$ cat src/hdl/hex_lattice_gas_particle_step_assert.svh
// -----------------------------------------------------------------------------
// Assertion macros for the hexagonal lattice gas particle step block
// Concurrent check macros shared by the controller and the datapath.
// -----------------------------------------------------------------------------
`ifndef HEX_LATTICE_GAS_PARTICLE_STEP_ASSERT_SVH
`define HEX_LATTICE_GAS_PARTICLE_STEP_ASSERT_SVH

// The consequent must hold in the same cycle as the antecedent.
`define HLG_ASSERT_HOLD(label, clk, rst_n, ante, cons, msg) \
label: assert property (@(posedge clk) disable iff (!(rst_n)) (ante) |-> (cons)) \
	else $error(msg);

// The consequent must hold in the cycle after the antecedent.
`define HLG_ASSERT_NEXT(label, clk, rst_n, ante, cons, msg) \
label: assert property (@(posedge clk) disable iff (!(rst_n)) (ante) |=> (cons)) \
	else $error(msg);

`endif

$ cat src/hdl/hlg_pkg.sv
// -----------------------------------------------------------------------------
// hlg_pkg
// Types, codes and small helper functions shared by the lattice gas modules.
// -----------------------------------------------------------------------------
`default_nettype none

package hlg_pkg;

	// Fixed port field widths.
	localparam int MODE_W     = 2;
	localparam int PART_PW    = 11;
	localparam int SITE_PW    = 12;
	localparam int SPIN_W     = 3;
	localparam int TURN_W     = 4;

	// Command codes carried in the mode field.
	localparam logic [MODE_W-1:0] MODE_PLACE = 2'd0;
	localparam logic [MODE_W-1:0] MODE_STEP  = 2'd1;
	localparam logic [MODE_W-1:0] MODE_READ  = 2'd2;

	// Lattice directions in steps of sixty degrees; up is the previous row.
	localparam logic [SPIN_W-1:0] DIR_E  = 3'd0;
	localparam logic [SPIN_W-1:0] DIR_UR = 3'd1;
	localparam logic [SPIN_W-1:0] DIR_UL = 3'd2;
	localparam logic [SPIN_W-1:0] DIR_W  = 3'd3;
	localparam logic [SPIN_W-1:0] DIR_DL = 3'd4;
	localparam logic [SPIN_W-1:0] DIR_DR = 3'd5;

	typedef enum logic [3:0] {
		ST_CLEAR,
		ST_IDLE,
		ST_PLACE,
		ST_RDOCC,
		ST_RDRES,
		ST_ZERO,
		ST_PREAD,
		ST_DIV1,
		ST_DIV2,
		ST_NEIGH,
		ST_TREAD,
		ST_DECIDE,
		ST_MOVE
	} hlg_state_t;

	typedef enum logic [2:0] {
		RES_NONE,
		RES_PLACE,
		RES_READ,
		RES_STEP,
		RES_ZERO
	} hlg_res_t;

	typedef struct packed {
		logic     load;
		logic     clr;
		logic     prd;
		logic     div1;
		logic     div2;
		logic     neigh;
		logic     ord_site;
		logic     ord_target;
		logic     place_wr;
		logic     vacate;
		logic     occupy;
		logic     pwr_step;
		hlg_res_t res;
	} hlg_cmd_t;

	typedef struct packed {
		logic clr_last;
		logic p_ok;
		logic target_free;
	} hlg_status_t;

	// Reduces a three-bit orientation modulo six.
	function automatic logic [SPIN_W-1:0] mod6_u3(input logic [SPIN_W-1:0] v);
		mod6_u3 = (v >= 3'd6) ? v - 3'd6 : v;
	endfunction

	// New spin: (spin + (turn rem 6)) mod 6, the remainder taking the sign of turn.
	function automatic logic [SPIN_W-1:0] turn_spin(input logic [SPIN_W-1:0] sp,
		input logic [TURN_W-1:0] t);
		logic [TURN_W-1:0] mag;
		logic [TURN_W-1:0] r;
		logic [4:0]        sum;
		logic [SPIN_W-1:0] base;
		base = mod6_u3(sp);
		mag  = t[TURN_W-1] ? (4'd0 - t) : t;
		r    = (mag >= 4'd6) ? mag - 4'd6 : mag;
		if (t[TURN_W-1]) begin
			sum = 5'(base) + 5'd6 - 5'(r);
		end else begin
			sum = 5'(base) + 5'(r);
		end
		if (sum >= 5'd6) begin
			sum = sum - 5'd6;
		end
		turn_spin = sum[SPIN_W-1:0];
	endfunction

endpackage

`default_nettype wire

$ cat src/hdl/hlg_ctrl.sv
// -----------------------------------------------------------------------------
// hlg_ctrl
// Sequencer for the clearing pass, the place, read and step commands and mode three.
// -----------------------------------------------------------------------------
`default_nettype none

module hlg_ctrl
	import hlg_pkg::*;
(
	input  wire logic              clk,
	input  wire logic              arst_n,
	input  wire logic              start,
	input  wire logic [MODE_W-1:0] mode,
	input  wire hlg_status_t       status,
	output hlg_cmd_t               cmd,
	output logic                   busy
);

	hlg_state_t state_q;
	hlg_state_t state_d;

	always_ff @(posedge clk or negedge arst_n) begin
		if (!arst_n) begin
			state_q <= ST_CLEAR;
		end else begin
			state_q <= state_d;
		end
	end

	always_comb begin
		state_d = state_q;
		case (state_q)
			ST_CLEAR: begin
				if (status.clr_last) begin
					state_d = ST_IDLE;
				end
			end
			ST_IDLE: begin
				if (start) begin
					case (mode)
						MODE_PLACE: state_d = ST_PLACE;
						MODE_STEP:  state_d = ST_PREAD;
						MODE_READ:  state_d = ST_RDOCC;
						default:    state_d = ST_ZERO;
					endcase
				end
			end
			ST_PLACE:  state_d = ST_IDLE;
			ST_RDOCC:  state_d = ST_RDRES;
			ST_RDRES:  state_d = ST_IDLE;
			ST_ZERO:   state_d = ST_IDLE;
			ST_PREAD:  state_d = status.p_ok ? ST_DIV1 : ST_IDLE;
			ST_DIV1:   state_d = ST_DIV2;
			ST_DIV2:   state_d = ST_NEIGH;
			ST_NEIGH:  state_d = ST_TREAD;
			ST_TREAD:  state_d = ST_DECIDE;
			ST_DECIDE: state_d = status.target_free ? ST_MOVE : ST_IDLE;
			ST_MOVE:   state_d = ST_IDLE;
			default:   state_d = ST_IDLE;
		endcase
	end

	always_comb begin
		cmd  = '0;
		busy = (state_q != ST_IDLE);
		case (state_q)
			ST_CLEAR: begin
				cmd.clr = 1'b1;
			end
			ST_IDLE: begin
				cmd.load = start;
			end
			ST_PLACE: begin
				cmd.place_wr = 1'b1;
				cmd.res      = RES_PLACE;
			end
			ST_RDOCC: begin
				cmd.ord_site = 1'b1;
			end
			ST_RDRES: begin
				cmd.res = RES_READ;
			end
			ST_ZERO: begin
				cmd.res = RES_ZERO;
			end
			ST_PREAD: begin
				if (status.p_ok) begin
					cmd.prd = 1'b1;
				end else begin
					cmd.res = RES_ZERO;
				end
			end
			ST_DIV1: begin
				cmd.div1 = 1'b1;
			end
			ST_DIV2: begin
				cmd.div2 = 1'b1;
			end
			ST_NEIGH: begin
				cmd.neigh = 1'b1;
			end
			ST_TREAD: begin
				cmd.ord_target = 1'b1;
			end
			ST_DECIDE: begin
				if (status.target_free) begin
					cmd.vacate = 1'b1;
				end else begin
					cmd.pwr_step = 1'b1;
					cmd.res      = RES_STEP;
				end
			end
			ST_MOVE: begin
				cmd.occupy   = 1'b1;
				cmd.pwr_step = 1'b1;
				cmd.res      = RES_STEP;
			end
			default: begin
				cmd = '0;
			end
		endcase
	end

`include "hex_lattice_gas_particle_step_assert.svh"

	`HLG_ASSERT_NEXT(a_accept_busy, clk, arst_n, start && !busy, busy,
		"accepted transaction did not make the block busy")
	`HLG_ASSERT_NEXT(a_vacate_then_occupy, clk, arst_n, cmd.vacate, cmd.occupy,
		"vacated site not followed by occupying the target")
	`HLG_ASSERT_NEXT(a_blocked_ends, clk, arst_n,
		(state_q == ST_DECIDE) && !status.target_free, state_q == ST_IDLE,
		"blocked step did not finish after the decision")

endmodule

`default_nettype wire

$ cat config.mk
export PLATFORM = sky130hd
export DESIGN_NAME = hlg_ctrl
export DESIGN_NICKNAME = d
export VERILOG_FILES = /design/src/hdl/hlg_pkg.sv /design/src/hdl/hlg_ctrl.sv
export VERILOG_INCLUDE_DIRS = /design/src /design/src/hdl
export SDC_FILE = /design/constraint.sdc
export NUM_CORES = 1
export LEC_CHECK = 0
export ABC_AREA = 0
export BUFFER_PORTS_ARGS = -buffer_cell sky130_fd_sc_hd__buf_2
export CAP_MARGIN = 5
export CELL_PAD_IN_SITES_DETAIL_PLACEMENT = 0
export CELL_PAD_IN_SITES_GLOBAL_PLACEMENT = 1
export CORE_MARGIN = 2
export CORE_UTILIZATION = 31
export DETAILED_ROUTE_END_ITERATION = 6
export PLACE_DENSITY_LB_ADDON = 0.1
export SLEW_MARGIN = 20
export SYNTH_ARGS = -nofsm -noshare
export SYNTH_HDL_FRONTEND = slang
export SYNTH_SLANG_ARGS = --single-unit
$ cat constraint.sdc
create_clock -name clk -period 2.12 [get_ports clk]
set_input_delay 0.53 -clock clk [delete_from_list [all_inputs] [get_ports clk]]
set_output_delay 0.53 -clock clk [all_outputs]
set_load 0.02 [all_outputs]
==> results of run 1 <==
-- power breakdown --
group,leakage (nW),internal [mW],switching (mW),total [mW]
sequential,0.0478,0.110,0.0747,0.185
clock,0.0138,0.0631,0.0284,0.0915
combinational,0.252,0.234,0.326,0.559
-- cell families after synthesis --
logic type	share of synthesized area, %
AND/OR/NAND/NOR	39.5
AO/OA/AOI/OAI	25.9
buffers and inverters	13.0
flip-flops	21.6
-- per-layer routing --
metal  GRT usage, %  share of wire (%)  routed length [µm]
met1           19.6                 49                 578
met2           20.3                 43                 516
met3           2.16                6.0                  71
met4           9.38                2.1                  25
met5              0                  0                   0
-- cell usage in the layout (no fill, tap or decap), types with 2 or more instances in the layout --
master,instances
and3_1,2
buf_2,23
buf_4,2
clkbuf_4,3
dfrtp_2,3
inv_1,3
inv_2,2
nand2_1,3
nand2b_1,4
nor2_1,10
nor2b_1,2
nor3_1,6
-- Yosys cell counts (2+ instances only) --
master,instances
and3_1,2
nand2b_1,4
nand2_1,3
inv_2,2
nor2_1,10
nor3_1,6
nor2b_1,2
inv_1,3
dfrtp_1,4
buf_6,3
-- cell type report --
type                            count  area (µm²)
Multi-Input combinational cell     47         303
Clock buffer                        3        22.5
Tap cell                           15        18.8
Timing Repair Buffer               25         130
Fill cell                         143         753
Sequential cell                     4         104
Inverter                            5        18.8
-- how the worst max path moves through the flow --
stage / endpoint / start / slack (ns) / cells past startpoint
2_1_floorplan: cmd[0] / state_q[0] / 0.29 / 4
3_3_place_gp: cmd[0] / state_q[0] / 0.33 / 5
3_5_place_dp: cmd[0] / state_q[0] / 0.32 / 5
4_1_cts: cmd[0] / state_q[0] / 0.06 / 5
5_1_grt: cmd[0] / state_q[0] / 0.005 / 5
6_report: cmd[0] / state_q[0] / 0.10 / 5
-- through the flow --
step / util [%] / area [µm²] / worst slack, ns / power (mW) / hold WS [ns]
after CTS: 43.9 / 593 / 0.0583 / 0.836 / 0.0901
after global routing: 44.2 / 597 / 0.00454 / 0.913 / 0.0781
final: 44.2 / 597 / 0.101 / 0.836 / 0.0941
after detailed placement: 42.3 / 571 / 0.321 / 0.738 / 0.338
after global placement: 42.3 / 571 / 0.330 / 0.747 / 0.338
after floorplan: - / 463 / 0.292 / 0.626 / 0.234
-- worst max-delay path, stage by stage (launching register included) --
cell and delay (ns):
dfrtp_2 0.46, nand2_1 0.20, nor3_1 0.07, o21a_1 0.17
or2_1 0.20, buf_2 0.16
==> run_results.csv, run 1 <==
group,metric,value,unit
power_and_ir_drop,ir_drop,679,µV
logic_synthesis,ys_ff_latch,4,
cells_and_area,antenna_cells,0,
clock_network,cts_buffers,3,
die,row_count,13,
worst_setup_path,reg2reg_to,"state_q[0]",
logic_synthesis,syn_area_per_cell,7.72,µm²
logic_synthesis,synth_nets,68,
placed_design,globalplace.congestion,0.744,
clock_network,clkSinkCount,4,
cells_and_area,largest_reg_flops,4,
grt,overflow,0,
logic_synthesis,synth_flop_cell,"dfrtp_1",
grt,groute.usage.overall,14.3,%
detailed_routing,drcViolationCount,0,
power_and_ir_drop,p_per_area,1400,mW/mm²
cells_and_area,area_growth,28.9,%
job,cap_violations,0,
worst_setup_path,arrival,1.49,ns
placed_design,dp.cells,96,
die,ioPinCount,24,
detailed_routing,final_antenna_net_count,0,
clock_network,path_clk_slew,0.03,ns
run_status,status,"finished clean",
detailed_routing,first_iter_violations,6,
logic_synthesis,ys_warn_count,0,
timing,hold_violations,0,
power_and_ir_drop,leakagePower,0.314,nW
logic_synthesis,yosys.area.top_type_share,21.6,%
logic_synthesis,yosysUniqueCellTypes,31,
timing,post-route-period-util,95.2,%
detailed_routing,post_drt_wl_per_cell,12.0,µm
die,die_h,42.6,µm
grt,grt_pass1_vias,468,
logic_synthesis,synth_cells,60,
worst_setup_path,reg2reg_depth,4,
placed_design,io_buffers,23,
min_path,hold_path_class,"primary input to async pin",
timing,rsz0062_at_grt,"no",
logic_synthesis,yosysTopAreaCell,"dfrtp_1",
cells_and_area,largestRegisters,"state_q x4",
detailed_routing,dr_total_vias,515,
timing,max_slew_margin,81.0,%
clock_network,cts_tree,"built",
worst_setup_path,cp_max_fo,11,
worst_setup_path,path_class,"flop to output port",
placed_design,dpl.hpwl,929,µm
worst_setup_path,cp-start-kind,"flop",
timing,skew,0.000814,ns
die,dieArea,0.00182,mm²
die,core_area,0.00135,mm²
timing,tightest_slew,0.283,ns
clock_network,clock_latency,0.23,ns
clock_network,cts_resized,0,
worst_setup_path,r2r_start,"state_q[3]",
grt,grt_max_degree,15,
cells_and_area,fin_nets,94,
clock_network,htreeDepth,1,
timing,period_needed,2.02,ns
logic_synthesis,synth_edf_count,0,
cells_and_area,regMostFlops,"state_q",
clock_network,clock_path_buffers,2,
worst_setup_path,rrSetupSlack,0.84,ns
grt,grt_pass1_wl,1980,µm
logic_synthesis,synthTopCellsByArea,"dfrtp_1 (22%), nor2_1 (8.1%), buf_6 (7.3%)",
worst_setup_path,end_kind,"output port",
clock_network,root_buffer,"clkbuf_4",
timing,slew_violations,0,
clock_network,cts_hold_buf,0,
logic_synthesis,syn_area,463,µm²
worst_setup_path,required,1.59,ns
timing,setup_violations,0,
cells_and_area,drive_gt1_share,47.6,%
cells_and_area,layout.cells.non_filler,99,
timing,maxClockFrequency,495,MHz
die,start_util,34.3,%
detailed_routing,drt_pass1_iterations,4,
logic_synthesis,synthArstFlopShare,100,%
detailed_routing,viasPerCell,5.20,
clock_network,post_cts_buffers,0,
die,fp.dieW,42.6,µm
grt,antenna_found_initial,0,
logic_synthesis,synth_seq_area_share,21.6,%
detailed_routing,wirelength,1190,µm
timing,tns,0,ns
(Power assumes the default switching activity.)
==> run 2, diff against run 1 <==
- BUFFER_PORTS_ARGS: -buffer_cell sky130_fd_sc_hd__buf_2 -> -buffer_cell sky130_fd_sc_hd__clkbuf_2
==> run_results.csv, run 2 (synthesis results as in run 1) <==
group,metric,value,unit
run_status,status,"finished clean",
cells_and_area,layout_commonest_cell,"clkbuf_2",
detailed_routing,dr_total_vias,489,
cells_and_area,final_cell_mix,"clkbuf_2 (23), nor2_1 (10), nor3_1 (6)",
clock_network,path_clk_slew,0.04,ns
clock_network,cts_buffers,3,
clock_network,post_cts_buffers,0,
die,dieArea,0.00182,mm²
power_and_ir_drop,leakagePower,0.306,nW
grt,grt_pass1_wl,1860,µm
worst_setup_path,required,1.59,ns
timing,skew,0.00451,ns
die,die_h,42.6,µm
die,start_util,34.3,%
cells_and_area,multi_input_area,305,µm²
die,fp.dieW,42.6,µm
placed_design,globalplace.congestion,0.715,
power_and_ir_drop,p_per_area,1390,mW/mm²
die,ioPinCount,24,
cells_and_area,fin_nets,94,
clock_network,root_buffer,"clkbuf_4",
grt,grt_max_degree,15,
timing,rsz0062_at_grt,"no",
cells_and_area,design_area,598,µm²
grt,antenna_found_initial,0,
clock_network,clock_latency,0.23,ns
grt,grt_pass1_vias,419,
timing,post-route-period-util,94.0,%
cells_and_area,largestRegisters,"state_q x4",
cells_and_area,layout.cells.non_filler,99,
cells_and_area,largest_reg_flops,4,
worst_setup_path,end_kind,"output port",
detailed_routing,first_iter_violations,17,
detailed_routing,post_drt_wl_per_cell,11.6,µm
clock_network,htreeDepth,1,
worst_setup_path,arrival,1.46,ns
cells_and_area,drive_gt1_share,47.6,%
timing,tns,0,ns
timing,period_needed,1.99,ns
placed_design,dp.cells,96,
power_and_ir_drop,ir_drop,798,µV
grt,overflow,0,
detailed_routing,viasPerCell,4.94,
cells_and_area,seq_area,103,µm²
min_path,hold_path_class,"primary input to async pin",
cells_and_area,regMostFlops,"state_q",
worst_setup_path,cp-start-kind,"flop",
timing,maxClockFrequency,502,MHz
clock_network,cts_tree,"built",
placed_design,placed_area,571,µm²
placed_design,dpl.hpwl,911,µm
detailed_routing,wirelength,1150,µm
cells_and_area,fillers,151,
clock_network,clock_path_buffers,2,
die,row_count,13,
timing,setup_violations,0,
placed_design,io_buffers,23,
grt,groute.usage.overall,13.3,%
worst_setup_path,cp_max_fo,14,
timing,max_slew_margin,80.1,%
timing,slew_violations,0,
cells_and_area,antenna_cells,0,
timing,hold_violations,0,
clock_network,clkSinkCount,4,
job,cap_violations,0,
cells_and_area,area_growth,29.2,%
detailed_routing,final_antenna_net_count,0,
cells_and_area,final_util,44.3,%
worst_setup_path,path_class,"flop to output port",
detailed_routing,drcViolationCount,0,
die,core_area,0.00135,mm²
detailed_routing,drt_pass1_iterations,4,
timing,tightest_slew,0.296,ns
## run 2: layout make-up
type	instances	area share, %
sequential	4	17.2
tap	15	3.14
inverter	5	3.14
clock buffer	3	3.77
multi-input combinational	47	51.0
timing repair buffer	25	21.8
## run 2: final timing paths
check / startpoint / end / slack, ns / depth (start not counted)
min: arst_n / state_q[2] / 0.1 / 1
max reg2reg: state_q[3] / state_q[1] / 0.78 / 5
max: state_q[0] / cmd[0] / 0.13 / 5
max in group asynchronous: arst_n / state_q[0] / 1.88 / 1
min in group clk: status[2] / state_q[0] / 0.52 / 3
min reg2reg: state_q[1] / state_q[2] / 0.72 / 2
## run 2: repair_timing
| item | in CTS | in global routing |
|---|---|---|
| gates resized for setup | 1 | 2 |
| hold buffers | 0 | 0 |
| gates cloned | 0 | 0 |
| endpoints found under the setup margin | 1 | 2 |
## run 2: layer usage
layer	routed length [µm]	track usage [%]
met4	0	5.63
met3	60	3.02
met2	520	17.9
met5	0	0
met1	568	19.8
## run 2: report_power, final
| group | switching [mW] | internal, mW |
|---|---|---|
| Combinational | 0.319 | 0.228 |
| Clock | 0.0291 | 0.0632 |
| Sequential | 0.0804 | 0.109 |
## run 2: critical path, cell delays in order, from the launching register on
cell and delay, ns:
dfrtp_2 0.49, nand2_2 0.16, nor3_1 0.06, o21a_1 0.18
or2_1 0.20, clkbuf_2 0.15
## run 2: through the flow
stage / setup slack [ns] / power (mW) / hold WS, ns
after floorplan: 0.292 / 0.626 / 0.234
after global placement: 0.255 / 0.741 / 0.340
after detailed placement: 0.227 / 0.732 / 0.342
after CTS: 0.0603 / 0.831 / 0.0945
after global routing: 0.0483 / 0.894 / 0.102
final: 0.128 / 0.829 / 0.0960
==> run 3, diff against run 2 <==
- CORE_ASPECT_RATIO: not set -> 1.1
==> run_results.csv, run 3 (synthesis results as in run 1) <==
group,metric,value,unit
run_status,status,"finished clean",
clock_network,clock_path_buffers,2,
detailed_routing,post_drt_wl_per_cell,11.7,µm
die,row_count,14,
power_and_ir_drop,ir_drop,755,µV
clock_network,clock_latency,0.23,ns
detailed_routing,viasPerCell,4.96,
timing,max_slew_margin,72.5,%
grt,grt_max_degree,15,
die,ioPinCount,24,
detailed_routing,final_antenna_net_count,0,
placed_design,dpl.hpwl,902,µm
worst_setup_path,cp-start-kind,"flop",
clock_network,clkSinkCount,4,
timing,hold_violations,0,
placed_design,placed_area,564,µm²
clock_network,path_clk_slew,0.04,ns
power_and_ir_drop,p_per_area,1410,mW/mm²
placed_design,globalplace.congestion,0.753,
clock_network,cts_tree,"built",
worst_setup_path,end_kind,"output port",
job,cap_violations,0,
grt,antenna_found_initial,0,
grt,groute.usage.overall,14.8,%
clock_network,htreeDepth,1,
die,start_util,33.5,%
worst_setup_path,path_class,"flop to output port",
die,die_h,44.5,µm
power_and_ir_drop,power,0.863,mW
min_path,hold_path_class,"primary input to async pin",
detailed_routing,drcViolationCount,0,
detailed_routing,drt_pass1_iterations,4,
timing,rsz0062_at_grt,"no",
timing,tns,0,ns
clock_network,cts_hold_buf,0,
timing,maxClockFrequency,497,MHz
detailed_routing,wirelength,1200,µm
worst_setup_path,cp_max_fo,11,
cells_and_area,area_growth,32.2,%
cells_and_area,fin_nets,96,
power_and_ir_drop,leakagePower,0.314,nW
worst_setup_path,cp_top_family,"flip-flops",
die,core_area,0.00138,mm²
worst_setup_path,slowest_stage,"dfrtp_2",
die,fp.dieW,40.8,µm
timing,period_needed,2.01,ns
placed_design,io_buffers,23,
worst_setup_path,arrival,1.48,ns
timing,setup_violations,0,
clock_network,root_buffer,"clkbuf_4",
grt,overflow,0,
detailed_routing,dr_total_vias,506,
grt,grt_pass1_vias,426,
worst_setup_path,crit_buf_inv,1,
clock_network,cts_buffers,3,
timing,tightest_slew,0.413,ns
cells_and_area,largest_reg_flops,4,
timing,slew_violations,0,
detailed_routing,first_iter_violations,14,
grt,grt_pass1_wl,1810,µm
cells_and_area,antenna_cells,0,
cells_and_area,largestRegisters,"state_q x4",
placed_design,dp_slack,0.233,ns
cells_and_area,layout_commonest_cell,"clkbuf_2",
worst_setup_path,worstPathCellList,"nand2_1 > nor3_1 > o21a_1 > or2_1 > clkbuf_2",
cells_and_area,final_cell_mix,"clkbuf_2 (23), nor2_1 (10), nor3_1 (6)",
worst_setup_path,slowest_delay,0.47,ns
timing,setup_ws,0.108,ns
cells_and_area,design_area,612,µm²
cells_and_area,regMostFlops,"state_q",
timing,post-route-period-util,94.9,%
cells_and_area,drive_gt1_share,47.7,%
die,dieArea,0.00182,mm²
cells_and_area,fillers,140,
worst_setup_path,required,1.59,ns
timing,skew,0.00360,ns
-- run 3: final cells by class --
cell class	instances	area [µm²]	area share, %
clock buffer	3	22.5	3.68
inverter	5	18.8	3.07
multi-input combinational	47	303	49.5
sequential	4	103	16.8
tap	16	20.0	3.27
timing repair buffer	27	145	23.7
-- run 3: per-layer routing --
layer | up-vias | global-route usage [%] | share of wire [%]
met3 | 0 | 3.52 | 5.1
met4 | 0 | 10.0 | 0
met1 | 226 | 20.2 | 48
met2 | 16 | 20.0 | 47
li1 | 264 | - | -
met5 | - | 0 | 0
-- run 3: per-stage QoR --
stage                     cells  utilization (%)  hold slack, ns
after floorplan              60                -           0.234
after global placement       96             40.8           0.342
after detailed placement     96             40.8           0.341
after CTS                    99             42.5          0.0863
after global routing        102             44.2          0.0892
final                       102             44.2          0.0943
-- run 3: final timing paths --
check                                 from         end  slack (ns)  cells past startpoint
worst max-delay path            state_q[1]      cmd[0]        0.11                      5
worst min-delay path                arst_n  state_q[3]        0.09                      1
worst max register to register  state_q[3]  state_q[0]        0.74                      4
worst min register to register  state_q[1]  state_q[2]        0.69                      2
max in group asynchronous           arst_n  state_q[1]        1.89                      1
min in group clk                 status[2]  state_q[0]        0.52                      3
-- run 3: timing repair --
| action | in CTS | in global routing |
|---|---|---|
| gates resized for setup | 1 | 1 |
| buffers inserted | 0 | 3 |
| endpoints found under the setup margin | 1 | 3 |
-- run 3: where the power goes --
part	switching [mW]	internal, mW
sequential	0.0667	0.109
clock	0.0287	0.0631
combinational	0.341	0.254
